==> src/ibl_pkg.sv <==
// Package for the address learning table: field widths, status and operation
// codes, the table entry type and the configuration bundle.
// No dependencies; every other file of the block depends on it.
package ibl_pkg;

   localparam int ADDR_W     = 32;
   localparam int USER_W     = 16;
   localparam int BEARER_W   = 5;
   localparam int LIMIT_W    = 6;
   localparam int STATUS_W   = 3;
   localparam int CSR_ADDR_W = 3;
   localparam int CSR_DATA_W = 32;

   localparam logic OP_LEARN  = 1'b0;
   localparam logic OP_LOOKUP = 1'b1;

   localparam logic [STATUS_W-1:0] ST_ADDED     = 3'd0;
   localparam logic [STATUS_W-1:0] ST_UPDATED   = 3'd1;
   localparam logic [STATUS_W-1:0] ST_FULL      = 3'd2;
   localparam logic [STATUS_W-1:0] ST_HIT_VALID = 3'd3;
   localparam logic [STATUS_W-1:0] ST_HIT_BAD   = 3'd4;
   localparam logic [STATUS_W-1:0] ST_MISS      = 3'd5;

   localparam logic REG_FIRST_DATA_BEARER = 1'b0;
   localparam logic REG_BEARER_LIMIT      = 1'b1;

   localparam logic [BEARER_W-1:0] FIRST_DATA_BEARER_RST = 5'd3;
   localparam logic [LIMIT_W-1:0]  BEARER_LIMIT_RST      = 6'd11;

   typedef struct packed {
      logic [ADDR_W-1:0]   addr;
      logic [USER_W-1:0]   user;
      logic [BEARER_W-1:0] bearer;
   } entry_type;

   typedef struct packed {
      logic [BEARER_W-1:0] first_data_bearer;
      logic [LIMIT_W-1:0]  bearer_limit;
   } cfg_type;

endpackage

==> src/ibl_req_if.sv <==
// Request channel of the address learning table: valid/ready plus the
// learn or lookup payload. Depends on ibl_pkg for field widths.
interface ibl_req_if;
   logic                         valid;
   logic                         ready;
   logic                         operation;
   logic [ibl_pkg::ADDR_W-1:0]   ip_address;
   logic [ibl_pkg::USER_W-1:0]   user_id;
   logic [ibl_pkg::BEARER_W-1:0] bearer_id;

   modport source (output valid, operation, ip_address, user_id, bearer_id, input ready);
   modport sink (input valid, operation, ip_address, user_id, bearer_id, output ready);
endinterface

==> src/ibl_rsp_if.sv <==
// Response channel of the address learning table: valid/ready plus status
// and the matched or stored pair. Depends on ibl_pkg for field widths.
interface ibl_rsp_if;
   logic                         valid;
   logic                         ready;
   logic [ibl_pkg::STATUS_W-1:0] status;
   logic [ibl_pkg::USER_W-1:0]   found_user;
   logic [ibl_pkg::BEARER_W-1:0] found_bearer;

   modport source (output valid, status, found_user, found_bearer, input ready);
   modport sink (input valid, status, found_user, found_bearer, output ready);
endinterface

==> src/ibl_csr.sv <==
// APB-style configuration registers of the address learning table:
// first data bearer and bearer limit. Depends on ibl_pkg.
module ibl_csr (
   input  logic                             clock,
   input  logic                             reset,
   input  logic                             csr_psel,
   input  logic                             csr_penable,
   input  logic                             csr_pwrite,
   input  logic [ibl_pkg::CSR_ADDR_W-1:0]   csr_paddr,
   input  logic [ibl_pkg::CSR_DATA_W-1:0]   csr_pwdata,
   output logic [ibl_pkg::CSR_DATA_W-1:0]   csr_prdata,
   output logic                             csr_pready,
   output ibl_pkg::cfg_type                 cfg
);
   import ibl_pkg::*;

   logic [BEARER_W-1:0] first_data_bearer_ff, first_data_bearer_in;
   logic [LIMIT_W-1:0]  bearer_limit_ff, bearer_limit_in;
   logic                wr_en;
   logic                reg_sel;

   assign csr_pready = 1'b1;
   assign wr_en      = csr_psel && csr_penable && csr_pwrite && csr_pready;
   assign reg_sel    = csr_paddr[2];

   always_comb begin
      first_data_bearer_in = first_data_bearer_ff;
      bearer_limit_in      = bearer_limit_ff;
      if (wr_en) begin
         unique case (reg_sel)
            REG_FIRST_DATA_BEARER: first_data_bearer_in = csr_pwdata[BEARER_W-1:0];
            REG_BEARER_LIMIT:      bearer_limit_in      = csr_pwdata[LIMIT_W-1:0];
            default:               first_data_bearer_in = first_data_bearer_ff;
         endcase
      end
   end

   always_ff @(posedge clock) begin
      if (reset) begin
         first_data_bearer_ff <= FIRST_DATA_BEARER_RST;
         bearer_limit_ff      <= BEARER_LIMIT_RST;
      end else begin
         first_data_bearer_ff <= first_data_bearer_in;
         bearer_limit_ff      <= bearer_limit_in;
      end
   end

   always_comb begin
      unique case (reg_sel)
         REG_FIRST_DATA_BEARER:
            csr_prdata = {{(CSR_DATA_W-BEARER_W){1'b0}}, first_data_bearer_ff};
         REG_BEARER_LIMIT:
            csr_prdata = {{(CSR_DATA_W-LIMIT_W){1'b0}}, bearer_limit_ff};
         default:
            csr_prdata = '0;
      endcase
   end

   assign cfg.first_data_bearer = first_data_bearer_ff;
   assign cfg.bearer_limit      = bearer_limit_ff;

endmodule

==> src/ip_to_bearer_learning_table_unit.sv <==
// Address learning table: one transaction at a time, scanned through a
// synchronous table memory, one entry read per cycle (registered read data).
// A transaction ends at the first slot whose address matches, or as a miss
// once every valid entry has been read without a match.
// The next request is taken the cycle after the response is posted; a stalled
// response holds the finished scan and the input.
// Reset clears the entry count, the FSM, the read flag and the response valid;
// table contents are not cleared, and configuration returns to first bearer 3, limit 11.
module ip_to_bearer_learning_table_unit #(
   parameter int TABLE_ENTRIES = 64
) (
   input  logic                             clock,
   input  logic                             reset,
   ibl_req_if.sink                          req_chan,
   ibl_rsp_if.source                        rsp_chan,
   input  logic                             csr_psel,
   input  logic                             csr_penable,
   input  logic                             csr_pwrite,
   input  logic [ibl_pkg::CSR_ADDR_W-1:0]   csr_paddr,
   input  logic [ibl_pkg::CSR_DATA_W-1:0]   csr_pwdata,
   output logic [ibl_pkg::CSR_DATA_W-1:0]   csr_prdata,
   output logic                             csr_pready
);
   import ibl_pkg::*;

   localparam int IDX_W = (TABLE_ENTRIES > 1) ? $clog2(TABLE_ENTRIES) : 1;
   localparam int CNT_W = $clog2(TABLE_ENTRIES + 1);
   localparam logic [CNT_W-1:0] TABLE_FULL = CNT_W'(TABLE_ENTRIES);

   localparam logic S_IDLE = 1'b0;
   localparam logic S_SCAN = 1'b1;

   cfg_type cfg;

   ibl_csr u_csr (
      .clock       (clock),
      .reset       (reset),
      .csr_psel    (csr_psel),
      .csr_penable (csr_penable),
      .csr_pwrite  (csr_pwrite),
      .csr_paddr   (csr_paddr),
      .csr_pwdata  (csr_pwdata),
      .csr_prdata  (csr_prdata),
      .csr_pready  (csr_pready),
      .cfg         (cfg)
   );

   entry_type table_mem [TABLE_ENTRIES];
   entry_type rd_q_ff;
   logic      rd_en;
   logic      wr_en;
   logic [IDX_W-1:0] rd_addr;
   logic [IDX_W-1:0] wr_addr;
   entry_type wr_data;

   logic             state_ff, state_in;
   logic [CNT_W-1:0] entry_count_ff, entry_count_in;
   logic [CNT_W-1:0] scan_idx_ff, scan_idx_in;
   logic             rd_valid_ff, rd_valid_in;
   logic [IDX_W-1:0] rd_slot_ff, rd_slot_in;

   logic                op_ff, op_in;
   logic [ADDR_W-1:0]   addr_ff, addr_in;
   logic [USER_W-1:0]   user_ff, user_in;
   logic [BEARER_W-1:0] bearer_ff, bearer_in;

   logic                rsp_valid_ff, rsp_valid_in;
   logic [STATUS_W-1:0] rsp_status_ff, rsp_status_in;
   logic [USER_W-1:0]   rsp_user_ff, rsp_user_in;
   logic [BEARER_W-1:0] rsp_bearer_ff, rsp_bearer_in;

   logic hit;
   logic miss;
   logic out_free;
   logic bearer_ok;

   assign req_chan.ready = (state_ff == S_IDLE);
   assign hit       = rd_valid_ff && (rd_q_ff.addr == addr_ff);
   assign miss      = !rd_valid_ff && (scan_idx_ff == entry_count_ff);
   assign out_free  = !rsp_valid_ff || rsp_chan.ready;
   assign bearer_ok = (rd_q_ff.bearer >= cfg.first_data_bearer) &&
                      ({1'b0, rd_q_ff.bearer} < cfg.bearer_limit);

   always_comb begin
      state_in       = state_ff;
      entry_count_in = entry_count_ff;
      scan_idx_in    = scan_idx_ff;
      rd_valid_in    = rd_valid_ff;
      rd_slot_in     = rd_slot_ff;
      op_in          = op_ff;
      addr_in        = addr_ff;
      user_in        = user_ff;
      bearer_in      = bearer_ff;
      rsp_valid_in   = rsp_valid_ff;
      rsp_status_in  = rsp_status_ff;
      rsp_user_in    = rsp_user_ff;
      rsp_bearer_in  = rsp_bearer_ff;
      rd_en          = 1'b0;
      rd_addr        = scan_idx_ff[IDX_W-1:0];
      wr_en          = 1'b0;
      wr_addr        = rd_slot_ff;
      wr_data        = '{addr: addr_ff, user: user_ff, bearer: bearer_ff};

      if (rsp_valid_ff && rsp_chan.ready) begin
         rsp_valid_in = 1'b0;
      end

      unique case (state_ff)
         S_IDLE: begin
            if (req_chan.valid) begin
               op_in       = req_chan.operation;
               addr_in     = req_chan.ip_address;
               user_in     = req_chan.user_id;
               bearer_in   = req_chan.bearer_id;
               scan_idx_in = '0;
               rd_valid_in = 1'b0;
               state_in    = S_SCAN;
            end
         end
         S_SCAN: begin
            if (hit || miss) begin
               if (out_free) begin
                  rsp_valid_in = 1'b1;
                  rd_valid_in  = 1'b0;
                  state_in     = S_IDLE;
                  if (op_ff == OP_LEARN) begin
                     rsp_user_in   = user_ff;
                     rsp_bearer_in = bearer_ff;
                     if (hit) begin
                        wr_en         = 1'b1;
                        wr_addr       = rd_slot_ff;
                        rsp_status_in = ST_UPDATED;
                     end else if (entry_count_ff < TABLE_FULL) begin
                        wr_en          = 1'b1;
                        wr_addr        = entry_count_ff[IDX_W-1:0];
                        entry_count_in = entry_count_ff + 1'b1;
                        rsp_status_in  = ST_ADDED;
                     end else begin
                        rsp_status_in = ST_FULL;
                        rsp_user_in   = '0;
                        rsp_bearer_in = '0;
                     end
                  end else begin
                     if (hit) begin
                        rsp_user_in   = rd_q_ff.user;
                        rsp_bearer_in = rd_q_ff.bearer;
                        rsp_status_in = bearer_ok ? ST_HIT_VALID : ST_HIT_BAD;
                     end else begin
                        rsp_status_in = ST_MISS;
                        rsp_user_in   = '0;
                        rsp_bearer_in = '0;
                     end
                  end
               end
            end else if (scan_idx_ff < entry_count_ff) begin
               rd_en       = 1'b1;
               rd_valid_in = 1'b1;
               rd_slot_in  = scan_idx_ff[IDX_W-1:0];
               scan_idx_in = scan_idx_ff + 1'b1;
            end else begin
               rd_valid_in = 1'b0;
            end
         end
         default: state_in = S_IDLE;
      endcase
   end

   always_ff @(posedge clock) begin
      if (wr_en) begin
         table_mem[wr_addr] <= wr_data;
      end
      if (rd_en) begin
         rd_q_ff <= table_mem[rd_addr];
      end
   end

   always_ff @(posedge clock) begin
      if (reset) begin
         state_ff       <= S_IDLE;
         entry_count_ff <= '0;
         rd_valid_ff    <= 1'b0;
         rsp_valid_ff   <= 1'b0;
      end else begin
         state_ff       <= state_in;
         entry_count_ff <= entry_count_in;
         rd_valid_ff    <= rd_valid_in;
         rsp_valid_ff   <= rsp_valid_in;
      end
   end

   always_ff @(posedge clock) begin
      scan_idx_ff   <= scan_idx_in;
      rd_slot_ff    <= rd_slot_in;
      op_ff         <= op_in;
      addr_ff       <= addr_in;
      user_ff       <= user_in;
      bearer_ff     <= bearer_in;
      rsp_status_ff <= rsp_status_in;
      rsp_user_ff   <= rsp_user_in;
      rsp_bearer_ff <= rsp_bearer_in;
   end

   assign rsp_chan.valid        = rsp_valid_ff;
   assign rsp_chan.status       = rsp_status_ff;
   assign rsp_chan.found_user   = rsp_user_ff;
   assign rsp_chan.found_bearer = rsp_bearer_ff;

   a_count_bound: assert property (@(posedge clock) disable iff (reset)
      entry_count_ff <= TABLE_FULL)
      else $error("entry count above table size");

   a_scan_bound: assert property (@(posedge clock) disable iff (reset)
      state_ff == S_SCAN |-> scan_idx_ff <= entry_count_ff)
      else $error("scan index beyond valid entries");

   a_read_in_scan: assert property (@(posedge clock) disable iff (reset)
      rd_valid_ff |-> state_ff == S_SCAN)
      else $error("pending table read outside a scan");

   a_count_on_add: assert property (@(posedge clock) disable iff (reset)
      !$past(reset) && !$stable(entry_count_ff) |->
         entry_count_ff == $past(entry_count_ff) + 1'b1 &&
         rsp_valid_ff && rsp_status_ff == ST_ADDED)
      else $error("entry count changed without an added entry");

endmodule
==> src/flat_wrapper.sv <==
// flat-port wrapper written by rule: the top's interface ports become plain ports
module ip_to_bearer_learning_table_unit_flat import ibl_pkg::*;
#(
   parameter int TABLE_ENTRIES = 64
)
  (clock, reset, csr_psel, csr_penable, csr_pwrite, csr_paddr, csr_pwdata, csr_prdata, csr_pready, req_chan_valid, req_chan_operation, req_chan_ip_address, req_chan_user_id, req_chan_bearer_id, req_chan_ready, rsp_chan_valid, rsp_chan_status, rsp_chan_found_user, rsp_chan_found_bearer, rsp_chan_ready);
  ibl_req_if req_chan_i ();
  ibl_rsp_if rsp_chan_i ();
  input  logic clock;
  input  logic reset;
  input  logic csr_psel;
  input  logic csr_penable;
  input  logic csr_pwrite;
  input  logic [ibl_pkg::CSR_ADDR_W-1:0] csr_paddr;
  input  logic [ibl_pkg::CSR_DATA_W-1:0] csr_pwdata;
  output logic [ibl_pkg::CSR_DATA_W-1:0] csr_prdata;
  output logic csr_pready;
  input wire logic [$bits(req_chan_i.valid)-1:0] req_chan_valid;
  input wire logic [$bits(req_chan_i.operation)-1:0] req_chan_operation;
  input wire logic [$bits(req_chan_i.ip_address)-1:0] req_chan_ip_address;
  input wire logic [$bits(req_chan_i.user_id)-1:0] req_chan_user_id;
  input wire logic [$bits(req_chan_i.bearer_id)-1:0] req_chan_bearer_id;
  output wire logic [$bits(req_chan_i.ready)-1:0] req_chan_ready;
  output wire logic [$bits(rsp_chan_i.valid)-1:0] rsp_chan_valid;
  output wire logic [$bits(rsp_chan_i.status)-1:0] rsp_chan_status;
  output wire logic [$bits(rsp_chan_i.found_user)-1:0] rsp_chan_found_user;
  output wire logic [$bits(rsp_chan_i.found_bearer)-1:0] rsp_chan_found_bearer;
  input wire logic [$bits(rsp_chan_i.ready)-1:0] rsp_chan_ready;
  assign req_chan_i.valid = req_chan_valid;
  assign req_chan_i.operation = req_chan_operation;
  assign req_chan_i.ip_address = req_chan_ip_address;
  assign req_chan_i.user_id = req_chan_user_id;
  assign req_chan_i.bearer_id = req_chan_bearer_id;
  assign req_chan_ready = req_chan_i.ready;
  assign rsp_chan_valid = rsp_chan_i.valid;
  assign rsp_chan_status = rsp_chan_i.status;
  assign rsp_chan_found_user = rsp_chan_i.found_user;
  assign rsp_chan_found_bearer = rsp_chan_i.found_bearer;
  assign rsp_chan_i.ready = rsp_chan_ready;
  ip_to_bearer_learning_table_unit #(.TABLE_ENTRIES(TABLE_ENTRIES)) u_core (.clock(clock), .reset(reset), .req_chan(req_chan_i), .rsp_chan(rsp_chan_i), .csr_psel(csr_psel), .csr_penable(csr_penable), .csr_pwrite(csr_pwrite), .csr_paddr(csr_paddr), .csr_pwdata(csr_pwdata), .csr_prdata(csr_prdata), .csr_pready(csr_pready));
endmodule
==> config.mk <==
export PLATFORM = sky130hd
export DESIGN_NAME = ip_to_bearer_learning_table_unit_flat
export DESIGN_NICKNAME = d
export VERILOG_FILES = /design/src/ibl_pkg.sv /design/src/ibl_req_if.sv /design/src/ibl_rsp_if.sv /design/src/ibl_csr.sv /design/src/ip_to_bearer_learning_table_unit.sv /design/src/flat_wrapper.sv
export SDC_FILE = /design/constraint.sdc
export NUM_CORES = 2
export LEC_CHECK = 0
export ABC_AREA = 1
export BUFFER_PORTS_ARGS = -buffer_cell sky130_fd_sc_hd__buf_2
export CAP_MARGIN = 20
export CORE_ASPECT_RATIO = 0.5
export CORE_UTILIZATION = 40
export DETAILED_ROUTE_END_ITERATION = 8
export HOLD_SLACK_MARGIN = 0.15
export SKIP_CTS_REPAIR_TIMING = 1
export SLEW_MARGIN = 20
export SYNTH_ARGS = -nofsm -noshare
export SYNTH_HDL_FRONTEND = slang
export SYNTH_SLANG_ARGS = --single-unit
==> constraint.sdc <==
create_clock -name clock -period 5.5 [get_ports clock]
set_input_delay 1.1 -clock clock [delete_from_list [all_inputs] [get_ports clock]]
set_output_delay 1.1 -clock clock [all_outputs]
set_load 0.02 [all_outputs]
==> results by group <==
Die
  – Die Y: 419 µm
  – Starting Density: 40.4%
  – Core Footprint: 344000 µm²
  – I/O pin cnt: 155
  – Row count: 152
  – Die Width: 836 µm
  – Die ar.: 350000 µm²

Final layout
  – NumNets Final: 10000
  – FILL cells: 29900
  – Area of the multi-input gates: 29100 µm²
  – Design Area, Final: 156000 µm²
  – Area Overhead vs Synth: 11.9%
  – Layout cells sized above 1: 9.36%
  – Seq. cell area: 107000 µm²

Power and ir drop
  – Clock share of power: 38.6%
  – P_leak: 48.3 nW
  – Register share of total power: 51.4%
  – Sw Ratio: 24.7%
  – Pwr Total: 0.0584 W
  – Power per cell area: 375 nW/µm²
  – Sw Pwr: 0.0144 W
  – Combinational share of power: 10.0%
  – P_int: 0.0439 W
  – Peak supply drop: 0.216 mV

STA
  – Setup repair after global routing missed its margin: no
  – Worst Tran Pin Value: 1130 ps
  – Fin. Hold Viols: 0
  – Count of final setup violators: 0
  – Tcrit/Tclk final: 83.2%
  – Layout Skew: 51.5 ps
  – Fin. max-slew vios: 0
  – Fmax: 0.219 GHz
  – Worst hold slack: 374 ps
  – Slew HR: 24.7%
  – Setup TNS: 0 ps
  – Tmin final: 4570 ps

Critical path
  – Crit-path leading delay family: simple AND/OR/NAND/NOR gates
  – Critical Path Max Stage Delay: 900 ps
  – Critical Path Most Common Cell: nand3_4
  – Critical setup path kind: reg2reg
  – Crit. End Element: register
  – Crit path depth: 12
  – Worst setup SP type: register
  – Critical Path AT: 5120 ps
  – Crit-path max FO: 85
  – Worst path cell trace: buf_12 > inv_16 > ha_1 > nand3_4 > nor2_8 > nand2_1 > o21ai_2 > inv_1 > nor2_2 > nand3_4 > nor2_4 > buf_4
  – CP required: 6050 ps
  – Cells on worst reg2reg path: 12
  – CP max stage cell: nor2_4
  – CP Buf/Inv Count: 4

Synthesis
  – Area fraction of the dominant cell type after synthesis: 76.4%
  – Seq/Total Area, Yosys: 76.7%
  – Synthesized area per cell: 14.0 µm²
  – Synth top area cells: edfxtp_1, o21ai_0, nor2_1
  – Cell count after synthesis: 9921
  – Cell Area, Synth: 139000 µm²
  – YS warnings: 0
  – Most frequent cell after synthesis: edfxtp_1
  – Post-synth cell types: 43
  – Post-synth EDFFs: 3536
  – Post-synth ARST share: 0%
  – Commonest cells in the netlist: edfxtp_1, nor2_1, o21ai_0, o221ai_1, clkbuf_1
  – Top cell type by total area after synthesis: edfxtp_1
  – Yosys reg bits: 3557
  – Prevailing post-synth register cell: edfxtp_1

CTS
  – CTS Sinks: 3557
  – Clock latency on the worst-skew pair: 910 ps
  – Longest Clk Path Bufs: 4
  – Clk root buf: clkbuf_16
  – CTS Buf Count: 333
  – H-tree levels: 5
  – CTS tree: yes
  – CTS clk-pin slew, worst paths: 60 ps

GRT
  – Total grt overflow: 0
  – Vias in the first global route: 81600
  – Global routing usage on met2: 35.4%
  – Most used routing layer in global routing: met2
  – Gr usage total: 23.0%
  – GR Util met3: 3.24%
  – Largest net degree at the start of global routing: 192
  – Antenna violations before repair: 21
  – Grt met1 use: 33.6%
  – First-pass GRT wire length: 594000 µm

Placement
  – Post-DP HPWL: 225000 µm
  – Final GP Congestion: 0.843
  – DP Area: 145000 µm²
  – IO Port Bufs: 99

Routing
  – Drt total wl: 418000 µm
  – Drt via density: 5.98
  – Routed Antenna Nets: 0
  – First-pass DRT Iterations: 7
  – DRT iter0 DRCs: 12600
  – Routed WL per cell: 28.3 µm
  – Vias: 88300
  – # DRC: 0

Run status
  – Outcome: finished, final reports clean

Min path
  – Worst Hold Class: in2reg
  – Hold depth: 1

Job
  – Max-cap violations: 0
path summary, 6_finish.rpt:
check                                             from                              endpoint  slack (ps)
setup / recovery                 u_core.scan_idx_ff[0]              u_core.table_mem[11][23]         930
hold / removal                     req_chan_user_id[5]                     u_core.user_ff[5]         370
setup reg to reg                 u_core.scan_idx_ff[0]              u_core.table_mem[11][23]         930
hold reg to reg   u_core.u_csr.first_data_bearer_ff[0]  u_core.u_csr.first_data_bearer_ff[0]         500
cell type report:
type,instances,area share (%)
Clock inverter,165,0.908
Multi-Input combinational cell,5524,18.7
Clock buffer,418,5.72
Timing Repair Buffer,388,2.22
Inverter,95,0.262
Tap cell,4620,3.71
Antenna cell,4,0.00643
Sequential cell,3557,68.5
through the flow:
stage / util, % / worst slack [ps] / std cells
3_3_place_gp: 42.2 / 1060 / 14200
2_1_floorplan: - / 442 / 9946
5_1_grt: 45.2 / 799 / 14800
3_5_place_dp: 42.2 / 1020 / 14200
6_report: 45.2 / 926 / 14800
4_1_cts: 45.2 / 1000 / 14800
per-layer routing:
metal / wire length, µm / vias up
li1: - / 37900
met1: 175000 / 45000
met2: 187000 / 4693
met3: 39300 / 681
met4: 16500 / 4
met5: 25 / -
power groups by stage:
stage               logic (W)  clock network, W  registers [W]
finish                0.00585            0.0225         0.0300
detailed placement    0.00578                 0         0.0306
floorplan             0.00333                 0         0.0307
global route          0.00624            0.0237         0.0300
CTS                   0.00579            0.0227         0.0300
global placement      0.00570                 0         0.0306
sequential cells by signal (all words and copies together) (netlist names):
register	count
u_core.state_ff	1
u_core.u_csr.bearer_limit_ff	6
u_core.rsp_chan.status	3
u_core.table_mem	3392
u_core.bearer_ff	5
u_core.u_csr.first_data_bearer_ff	5
u_core.rd_slot_ff	6
u_core.rsp_chan.found_bearer	5
u_core.scan_idx_ff	7
u_core.entry_count_ff	7
u_core.op_ff	1
u_core.addr_ff	32
u_core.rd_q_ff	53
u_core.rsp_chan.valid	1
u_core.user_ff	16
u_core.rd_valid_ff	1
u_core.rsp_chan.found_user	16
cells by family (layout without fill, tap and decap cells):
kind of cell	after synthesis	count (layout)	synth area share [%]
DFF	3557	3557	76.7
AOI/OAI and AO/OA	2927	2927	12.9
and+or+nand+nor	2540	2540	7.39
buffers and inverters	865	1066	2.85
adders and majority gates	18	18	0.162
xor gates and xnor gates	12	12	0.0756
other	2	31	0.00540
layout by cell type, fill, tap and decap left out, types with 27 or more instances in the layout:
cell,instances
nand3_1,356
inv_1,76
a21oi_1,27
o211ai_1,313
o221ai_1,536
nor2_1,1728
conb_1,27
clkbuf_16,344
edfxtp_1,3536
clkbuf_1,73
clkinv_1,73
buf_12,63
o21ai_0,1495
nor2_4,69
buf_4,225
o22ai_1,313
o21ai_1,230
clkinv_2,51
nand2_1,345
buf_2,100
(Power assumes the default switching activity.)
